===== config.mk =====
export PLATFORM = sky130hd
export DESIGN_NAME = eight_bit_alu_with_flags_unit
export DESIGN_NICKNAME = d
export VERILOG_FILES = /design/src/design/ealu_pkg.sv /design/src/design/ealu_core.sv /design/src/design/eight_bit_alu_with_flags_unit.sv
export SDC_FILE = /design/constraint.sdc
export NUM_CORES = 1
export LEC_CHECK = 0
export ABC_AREA = 1
export BUFFER_PORTS_ARGS = -buffer_cell sky130_fd_sc_hd__clkbuf_2
export CORE_ASPECT_RATIO = 1.25
export CORE_MARGIN = 2
export CORE_UTILIZATION = 29
export DETAILED_ROUTE_END_ITERATION = 10
export GPL_TIMING_DRIVEN = 1
export HOLD_SLACK_MARGIN = 0.15
export PLACE_DENSITY_LB_ADDON = 0.1
export SYNTH_ARGS = -nofsm -noshare
export SYNTH_HDL_FRONTEND = slang
export SYNTH_SLANG_ARGS = --single-unit
export TNS_END_PERCENT = 20

===== constraint.sdc =====
create_clock -name clock -period 6.73 [get_ports clock]
set_input_delay 0.673 -clock clock [delete_from_list [all_inputs] [get_ports clock]]
set_output_delay 0.673 -clock clock [all_outputs]
set_load 0.005 [all_outputs]

===== src/design/ealu_pkg.sv =====
`timescale 1ns / 1ps
// ----------------------------------------------------------------------------
// ealu_pkg
// Types and codes shared by the eight-bit ALU and its checker.
// ----------------------------------------------------------------------------
package ealu_pkg;

   localparam int unsigned DATA_W  = 8;
   localparam int unsigned CMD_W   = 4;
   localparam int unsigned IDX_W   = 3;
   localparam int unsigned FLAGS_W = 4;

   // flag positions within the flag nibble
   localparam int unsigned FLAG_Z = 3;
   localparam int unsigned FLAG_N = 2;
   localparam int unsigned FLAG_H = 1;
   localparam int unsigned FLAG_C = 0;

   localparam logic [3:0]        NIBBLE_MAX = 4'hF;
   localparam logic [DATA_W-1:0] DATA_ONE   = 8'h01;

   typedef enum logic [CMD_W-1:0] {
      CMD_ADD = 4'd0,
      CMD_SUB = 4'd1,
      CMD_CMP = 4'd2,
      CMD_XOR = 4'd3,
      CMD_INC = 4'd4,
      CMD_DEC = 4'd5,
      CMD_BIT = 4'd6,
      CMD_RL  = 4'd7,
      CMD_RLA = 4'd8
   } cmd_type;

   typedef struct packed {
      logic [CMD_W-1:0]   command;
      logic [DATA_W-1:0]  operand_a;
      logic [DATA_W-1:0]  operand_b;
      logic [IDX_W-1:0]   bit_index;
      logic [FLAGS_W-1:0] flags_in;
   } req_type;

   typedef struct packed {
      logic [DATA_W-1:0]  result;
      logic               write_back;
      logic [FLAGS_W-1:0] flags_out;
   } rsp_type;

endpackage


===== src/design/ealu_core.sv =====
`timescale 1ns / 1ps
// ----------------------------------------------------------------------------
// ealu_core
// Single-pass datapath: add and subtract paths, increment/decrement, logic op,
// rotate and bit test, plus Z/N/H/C flag generation.
// ----------------------------------------------------------------------------
module ealu_core (
   input  ealu_pkg::req_type req,
   output ealu_pkg::rsp_type rsp
);

   logic [ealu_pkg::DATA_W:0]   sum;
   logic [ealu_pkg::DATA_W:0]   diff;
   logic [4:0]                  half_sum;
   logic [4:0]                  half_diff;
   logic [ealu_pkg::DATA_W-1:0] inc_val;
   logic [ealu_pkg::DATA_W-1:0] dec_val;
   logic [ealu_pkg::DATA_W-1:0] xor_val;
   logic [ealu_pkg::DATA_W-1:0] rot_val;
   logic                        cin;
   logic                        tested;

   assign cin       = req.flags_in[ealu_pkg::FLAG_C];
   assign sum       = {1'b0, req.operand_a} + {1'b0, req.operand_b};
   assign diff      = {1'b0, req.operand_a} - {1'b0, req.operand_b};
   assign half_sum  = {1'b0, req.operand_a[3:0]} + {1'b0, req.operand_b[3:0]};
   assign half_diff = {1'b0, req.operand_a[3:0]} - {1'b0, req.operand_b[3:0]};
   assign inc_val   = req.operand_a + ealu_pkg::DATA_ONE;
   assign dec_val   = req.operand_a - ealu_pkg::DATA_ONE;
   assign xor_val   = req.operand_a ^ req.operand_b;
   assign rot_val   = {req.operand_a[ealu_pkg::DATA_W-2:0], cin};
   assign tested    = req.operand_a[req.bit_index];

   always_comb begin
      // unused codes pass operand and flags through untouched
      rsp.result     = req.operand_a;
      rsp.write_back = 1'b0;
      rsp.flags_out  = req.flags_in;
      unique case (req.command)
         ealu_pkg::CMD_ADD: begin
            rsp.result     = sum[ealu_pkg::DATA_W-1:0];
            rsp.write_back = 1'b1;
            rsp.flags_out  = {sum[ealu_pkg::DATA_W-1:0] == '0, 1'b0, half_sum[4],
                              sum[ealu_pkg::DATA_W]};
         end
         ealu_pkg::CMD_SUB: begin
            rsp.result     = diff[ealu_pkg::DATA_W-1:0];
            rsp.write_back = 1'b1;
            rsp.flags_out  = {diff[ealu_pkg::DATA_W-1:0] == '0, 1'b1, half_diff[4],
                              diff[ealu_pkg::DATA_W]};
         end
         ealu_pkg::CMD_CMP: begin
            rsp.flags_out  = {diff[ealu_pkg::DATA_W-1:0] == '0, 1'b1, half_diff[4],
                              diff[ealu_pkg::DATA_W]};
         end
         ealu_pkg::CMD_XOR: begin
            rsp.result     = xor_val;
            rsp.write_back = 1'b1;
            rsp.flags_out  = {xor_val == '0, 3'b000};
         end
         ealu_pkg::CMD_INC: begin
            rsp.result     = inc_val;
            rsp.write_back = 1'b1;
            rsp.flags_out  = {inc_val == '0, 1'b0, inc_val[3:0] == 4'h0, cin};
         end
         ealu_pkg::CMD_DEC: begin
            rsp.result     = dec_val;
            rsp.write_back = 1'b1;
            rsp.flags_out  = {dec_val == '0, 1'b1, dec_val[3:0] == ealu_pkg::NIBBLE_MAX,
                              cin};
         end
         ealu_pkg::CMD_BIT: begin
            rsp.flags_out  = {~tested, 1'b0, 1'b1, cin};
         end
         ealu_pkg::CMD_RL: begin
            rsp.result     = rot_val;
            rsp.write_back = 1'b1;
            rsp.flags_out  = {rot_val == '0, 2'b00, req.operand_a[ealu_pkg::DATA_W-1]};
         end
         ealu_pkg::CMD_RLA: begin
            // accumulator form always clears Z
            rsp.result     = rot_val;
            rsp.write_back = 1'b1;
            rsp.flags_out  = {3'b000, req.operand_a[ealu_pkg::DATA_W-1]};
         end
         default: begin
            rsp.result     = req.operand_a;
            rsp.write_back = 1'b0;
            rsp.flags_out  = req.flags_in;
         end
      endcase
   end

endmodule


===== src/design/eight_bit_alu_with_flags_unit.sv =====
`timescale 1ns / 1ps
// ----------------------------------------------------------------------------
// eight_bit_alu_with_flags_unit
// Eight-bit ALU with Z/N/H/C flags: input register, single-pass datapath,
// result register.
// ----------------------------------------------------------------------------
//  channel   handshake             payload
//  request   start / busy          req_command, req_operand_a, req_operand_b,
//                                  req_bit_index, req_flags_in
//  response  rsp_valid (strobe)    rsp_result, rsp_write_back, rsp_flags_out
//
//  One beat accepted per cycle while busy is low; the result strobes once
//  it has passed the input and result registers around one adder stage.
//  busy is high only while reset is asserted; the receiver cannot stall, so
//  every result is shown for exactly one cycle.
//  Reset is synchronous and clears both valid registers.
// ----------------------------------------------------------------------------
module eight_bit_alu_with_flags_unit (
   input  logic                               clock,
   input  logic                               reset,
   input  logic                               start,
   output logic                               busy,
   input  logic [ealu_pkg::CMD_W-1:0]         req_command,
   input  logic [ealu_pkg::DATA_W-1:0]        req_operand_a,
   input  logic [ealu_pkg::DATA_W-1:0]        req_operand_b,
   input  logic [ealu_pkg::IDX_W-1:0]         req_bit_index,
   input  logic [ealu_pkg::FLAGS_W-1:0]       req_flags_in,
   output logic                               rsp_valid,
   output logic [ealu_pkg::DATA_W-1:0]        rsp_result,
   output logic                               rsp_write_back,
   output logic [ealu_pkg::FLAGS_W-1:0]       rsp_flags_out
);

   ealu_pkg::req_type req_ff;
   ealu_pkg::req_type req_in;
   logic              req_vld_ff;
   logic              req_vld_in;
   ealu_pkg::rsp_type rsp_ff;
   ealu_pkg::rsp_type rsp_in;
   logic              rsp_vld_ff;
   logic              rsp_vld_in;
   logic              accept;

   assign busy       = reset;
   assign accept     = start & ~busy;
   assign req_vld_in = accept;
   assign req_in     = '{command:   req_command,
                         operand_a: req_operand_a,
                         operand_b: req_operand_b,
                         bit_index: req_bit_index,
                         flags_in:  req_flags_in};
   assign rsp_vld_in = req_vld_ff;

   ealu_core u_core (
      .req (req_ff),
      .rsp (rsp_in)
   );

   always_ff @(posedge clock) begin
      if (reset) begin
         req_vld_ff <= 1'b0;
         rsp_vld_ff <= 1'b0;
      end else begin
         req_vld_ff <= req_vld_in;
         rsp_vld_ff <= rsp_vld_in;
      end
   end

   // payload: capture the beat only when it is live
   always_ff @(posedge clock) begin
      if (accept) begin
         req_ff <= req_in;
      end
      if (req_vld_ff) begin
         rsp_ff <= rsp_in;
      end
   end

   assign rsp_valid      = rsp_vld_ff;
   assign rsp_result     = rsp_ff.result;
   assign rsp_write_back = rsp_ff.write_back;
   assign rsp_flags_out  = rsp_ff.flags_out;

endmodule


==> results.toml, run 1 <==
[global_routing]
grt_overflow_total = 0
antenna_found_initial = 0
grt_max_degree = 28
grt_pass1_wl_um = 16200
grt_usage_pct = 16.9
grt_pass1_vias = 3111

[critical_path]
crit_arrival_ns = 2.52
cpPeakStageDelay_ns = 0.50
criticalPathCategory = "register to register"
end_kind = "register"
crit_slowest_cell = "edfxtp_1"
critPathLaunchType = "register"
crit_chain = "nor2_1 > inv_2 > nand3_4 > o31ai_1 > xor2_1 > ha_1 > a21oi_1 > o21ai_0 > or2_0 > a21oi_1 > nor2_1"
path_delay_family = "simple AND/OR/NAND/NOR gates"
path_buf_inv = 1
cp_max_fo = 9
cp.required_ns = 6.78

[placed_design]
portBuffers = 44
dpl.hpwl_um = 8000
gp_routability_congestion = 0.881

[timing]
relSlewSlack_pct = 53.0
fin_worst_skew_ns = 0.0119
slew_violations = 0
hold_viol = 0
setup_viol = 0
min_period_ns = 2.47
rsz0062_at_grt = "no"
fmax_mhz = 405
tns_ns = 0
fin_crit_sh_pct = 36.7
worstMarginPinSlew_ns = 0.704

[synth]
synth_top_family_by_area = "simple AND/OR/NAND/NOR gates"
synth-adder-area-share_pct = 10.9
synthSimpleGateAreaFrac_pct = 34.1
synthXorXnorAreaFrac_pct = 2.60
synth_nets = 503
syn-cell-area_mm2 = 0.00336
seq_area_frac_synth_pct = 36.9
yosysTopAreaCellShare_pct = 35.7
synth.largest_area_cell = "edfxtp_1"
synth_cells = 445
yosys-mux-area-fraction_pct = 0
synth_seq_cells = 42
avgSynthCellArea_um2 = 7.56
synth.area.top_cells = "edfxtp_1, nand2_1, ha_1"
synth_compound_area_share_pct = 7.18
ys_types = 40
synth_warnings = 0

[floorplanning]
fp.dieH_um = 124
initial_core_util_pct = 29.4
core_mm2 = 0.0115
ios = 45
rows = 44
die_width_um = 100
die_area_mm2 = 0.0125

[layout]
nNetsFinal = 549
drive_gt1_share_pct = 14.6
nFillCells = 1264
final_common_cell = "nand2_1"
synthToLayoutAreaGrowth_pct = 14.8
antenna_cells = 0
most-common-layout-cells = "nand2_1, inv_1, nand3_1"

[cts]
numCtsBuffers = 5
clkLatencyLatePin_ns = 0.30
clk_path_buf_depth = 2
cts_setup_buffers = 0
cts_root_buf = "clkbuf_16"
ctsResizeCount = 0
clock-sinks = 42
path_clk_slew_ns = 0.07
cts-htree-levels = 2
cts_tree = "built"
ctsHoldBuffers = 0

[route]
drt_first_iter_violations = 172
dr.pass1.iters = 4
vias = 3020
wirelength_um = 9890
wl_per_cell_um = 15.7
drc_errors = 0
vias_per_cell = 4.79
antenna_left = 0

[hold_path]
min_path_type = "input pin to register"

[power_and_ir_drop]
ir_drop_mv = 0.0892
cellPowerDensity_mw_per_mm2 = 202
p_leak_nw = 1.84
finalPower_mw = 0.781

[status]
status = "completed"

[flow_run]
cap_viol_max_count = 0
area by class of cell:
type / count / area, µm² / share of cell area (%)
clock buffer: 6 / 129 / 3.34
timing repair buffer: 45 / 228 / 5.89
inverter: 63 / 236 / 6.12
multi-input combinational: 334 / 1840 / 47.7
clock inverter: 2 / 12.5 / 0.324
tap: 138 / 173 / 4.47
sequential: 42 / 1240 / 32.1
worst register-to-register path: cells and delay by family, from the launching register on:
| family | cells | cell delay (ns) |
|---|---|---|
| simple gates | 4 | 0.63 |
| compound gates | 4 | 0.54 |
| flops | 1 | 0.50 |
| fa+ha+maj | 1 | 0.30 |
| xor+xnor | 1 | 0.15 |
| buf+inv | 1 | 0.11 |
per-stage QoR:
stage	instances	hold slack [ns]	instance area (µm²)	util (%)	setup slack, ns
after floorplan	445	0.498	3360	-	4.45
after global placement	622	0.538	3720	32.5	4.33
after detailed placement	622	0.537	3720	32.5	4.29
after CTS	630	0.542	3860	33.7	4.28
after global routing	630	0.548	3860	33.7	4.05
final	630	0.544	3860	33.7	4.26
cells by family after synthesis:
group,Yosys count
xor+xnor,10
buf+inv,69
fa+ha+maj,28
compound gates,38
simple gates,258
flops,42
path summary, 6_finish.rpt:
path | startpoint | endpoint | slack [ns] | depth (start not counted)
worst max-delay path | req_ff[24]$_DFFE_PP_ | rsp_flags_out[1]$_DFFE_PP_ | 4.26 | 11
worst min-delay path | req_bit_index[0] | req_ff[4]$_DFFE_PP_ | 0.54 | 1
worst max register to register | req_ff[24]$_DFFE_PP_ | rsp_flags_out[1]$_DFFE_PP_ | 4.26 | 11
worst min register to register | req_ff[2]$_DFFE_PP_ | rsp_flags_out[2]$_DFFE_PP_ | 0.55 | 2
sequential cells by signal, indices dropped and copies added, names as in the netlist:
register        count
rsp_flags_out       4
rsp_result          8
req_ff             27
rsp_valid           1
req_vld_ff          1
rsp_write_back      1
report_power, final:
part | internal (mW) | total, mW | switching [mW]
combinational | 0.0699 | 0.199 | 0.129
clock | 0.138 | 0.249 | 0.111
sequential | 0.311 | 0.333 | 0.0220
total | 0.519 | 0.781 | 0.262
synthesized netlist by cell type, drive strengths merged:
cell type / count
a21oi: 16
o21ai: 10
nand3: 48
or2: 3
nor3: 6
ha: 26
o22ai: 2
a221oi: 1
nor2: 53
a22oi: 3
xor2: 9
o31ai: 2
nand4: 7
o2111ai: 2
o2bb2ai: 1
and2: 1
nand2: 138
buf: 6
fa: 2
edfxtp: 40
nand3b: 2
dfxtp: 2
xnor2: 1
a32oi: 1
inv: 63
per-layer routing:
| metal | vias up | GRT usage [%] | wire, µm |
|---|---|---|---|
| met5 | - | 0 | 0 |
| met4 | 0 | 7.41 | 411 |
| met3 | 19 | 2.53 | 385 |
| met2 | 70 | 30.1 | 5090 |
| met1 | 1381 | 19.6 | 4000 |
| li1 | 1550 | - | - |
Note: power is estimated with default switching activity, not from simulation.
==> run 2, diff against run 1 <==
- clock period: 6.73 -> 2.3 ns (I/O delays scaled with it)
==> run 2 against run 1 <==
  * Wire length grew 7.4%
  * Critical path type unchanged
  * Setup slack got worse by 4.1 ns
  * Die area unchanged
  * Count of clock-buffer cells in the layout rose by 1
  * Cell area up 14%
  * Clock power rose to 3.0 times the previous value
  * Via count rose by 8.7%
  * Clock skew fell by 0.0058 ns
  * Critical endpoint is now rsp_flags_out[3]$_DFFE_PP_
  * Sequential share of layout area decreased by 3.9 points
  * Critical path depth grew 2
  * Cell count increased by 8.4%
==> results.toml, run 2 (synthesis gave the netlist of run 1 again) <==
[status]
status = "completed"

[cts]
cts-htree-levels = 2
clock-sinks = 42
clkLatencyLatePin_ns = 0.29
path_clk_slew_ns = 0.06
numCtsBuffers = 5
cts_root_buf = "clkbuf_16"
clk_path_buf_depth = 2
cts_tree = "built"

[layout]
antenna_cells = 0
drive_gt1_share_pct = 20.6
final_area_mm2 = 0.00439
final_util_pct = 38.4
nNetsFinal = 602
largest_register = "req_ff"
most-common-layout-cells = "nand2_1, inv_1, nand3_1"
final_common_cell = "nand2_1"
synthToLayoutAreaGrowth_pct = 30.5
largest_reg_flops = 27

[route]
wirelength_um = 10600
drt_first_iter_violations = 166
vias_per_cell = 4.81
vias = 3282
wl_per_cell_um = 15.6
antenna_left = 0
dr.pass1.iters = 4
drc_errors = 0

[timing]
fin_crit_sh_pct = 92.9
relSlewSlack_pct = 50.4
holdWs_ns = 0.170
setup_ws_ns = 0.163
min_period_ns = 2.14
fmax_mhz = 468
setup_viol = 0
fin_worst_skew_ns = 0.00601
slew_violations = 0
worstMarginPinSlew_ns = 0.743
hold_viol = 0

[flow_run]
cap_viol_max_count = 0

[power_and_ir_drop]
switching_share_pct = 32.3
cellPowerDensity_mw_per_mm2 = 549
internal-power_mw = 1.63
ir_drop_mv = 0.308
p_clk_share_pct = 30.9
finalPower_mw = 2.41
p_sw_mw = 0.779
comb_power_share_pct = 29.5
pwr-share-seq_pct = 39.5
p_leak_nw = 2.07

[global_routing]
grt_overflow_total = 0
grt_pass1_wl_um = 16700
grt_pass1_vias = 3242
grt_usage_pct = 17.6
antenna_found_initial = 0
grt_max_degree = 28

[hold_path]
min_path_type = "input pin to register"

[critical_path]
path_delay_family = "adder cells"
end_kind = "register"
crit_chain = "inv_2 > ha_2 > inv_1 > fa_2 > nor2_1 > nand3_1 > nor2_1 > nand2_1 > nor2_2 > nand2_2 > nor2_2 > nor2_1 > nand3_1"
critPathLaunchType = "register"
cp.required_ns = 2.34
cpMostUsedCell = "nor2_1"
crit_arrival_ns = 2.17
criticalPathCategory = "register to register"
path_buf_inv = 2
reg2reg_slack_ns = 0.16
cpPeakStageDelay_ns = 0.53
crit_slowest_cell = "fa_2"
cp_max_fo = 3

[floorplanning]
core_mm2 = 0.0115
ios = 45
die_area_mm2 = 0.0125
fp.dieH_um = 124
rows = 44
initial_core_util_pct = 29.4
die_width_um = 100

[placed_design]
placed_area_mm2 = 0.00389
portBuffers = 44
dpl.hpwl_um = 8440
dpl_worst_slack_ns = 0.0691
gp_routability_congestion = 0.950
[run 2: cell types whose count changed in the layout (fill, tap and decap cells not counted), sizes merged]
cell,delta
clkinv,-1
dlygate4sd3,+28
buf,+25
clkbuf,+1
[run 2: final timing paths]
| kind | from | to | cells past startpoint |
|---|---|---|---|
| hold / removal | start | req_vld_ff$_SDFF_PP0_ | 3 |
| hold reg to reg | req_ff[2]$_DFFE_PP_ | rsp_flags_out[2]$_DFFE_PP_ | 2 |
| setup / recovery | req_ff[15]$_DFFE_PP_ | rsp_flags_out[3]$_DFFE_PP_ | 13 |
| setup reg to reg | req_ff[15]$_DFFE_PP_ | rsp_flags_out[3]$_DFFE_PP_ | 13 |
[run 2: layout make-up]
class                      count  area (µm²)
timing repair buffer          98         696
clock inverter                 1        8.76
fill                        1216        7060
sequential                    42        1240
tap                          138         173
clock buffer                   7         143
inverter                      63         236
multi-input combinational    334        1890
[run 2: stage by stage]
| step | setup TNS, ns | std cells |
|---|---|---|
| after floorplan | 0 | 445 |
| after global placement | 0 | 645 |
| after detailed placement | 0 | 645 |
| after CTS | 0 | 681 |
| after global routing | -0.0111 | 683 |
| final | 0 | 683 |
[run 2: what timing repair did]
| action | 4_1_cts | 5_1_grt |
|---|---|---|
| endpoints found under the setup margin | 0 | 3 |
| hold buffers | 28 | 0 |
| resized for setup | 0 | 17 |
| endpoints found under the hold margin | 29 | 0 |
| setup buffers | 0 | 2 |
[run 2: worst register-to-register path: cells and delay by family, from the launching register on]
family / cells / cell delay (ns)
fa+ha+maj: 2 / 0.68
simple gates: 9 / 0.57
flops: 1 / 0.47
buf+inv: 2 / 0.14
[run 2: per-layer routing]
| layer | global-route usage, % | up-vias | share of wire [%] |
|---|---|---|---|
| li1 | - | 1648 | - |
| met5 | 0 | - | 0 |
| met3 | 2.47 | 24 | 2.7 |
| met4 | 8.78 | 0 | 4.3 |
| met2 | 29.8 | 80 | 49 |
| met1 | 21.5 | 1530 | 44 |
[run 2: power groups by stage]
| stage | Sequential [mW] | Clock (mW) | Combinational [mW] |
|---|---|---|---|
| 6_report | 0.953 | 0.745 | 0.712 |
| 5_1_grt | 0.958 | 0.810 | 0.796 |
| 4_1_cts | 0.950 | 0.774 | 0.698 |
| 3_5_place_dp | 0.967 | 0 | 0.657 |
| 3_3_place_gp | 0.966 | 0 | 0.660 |
| 2_1_floorplan | 0.968 | 0 | 0.412 |
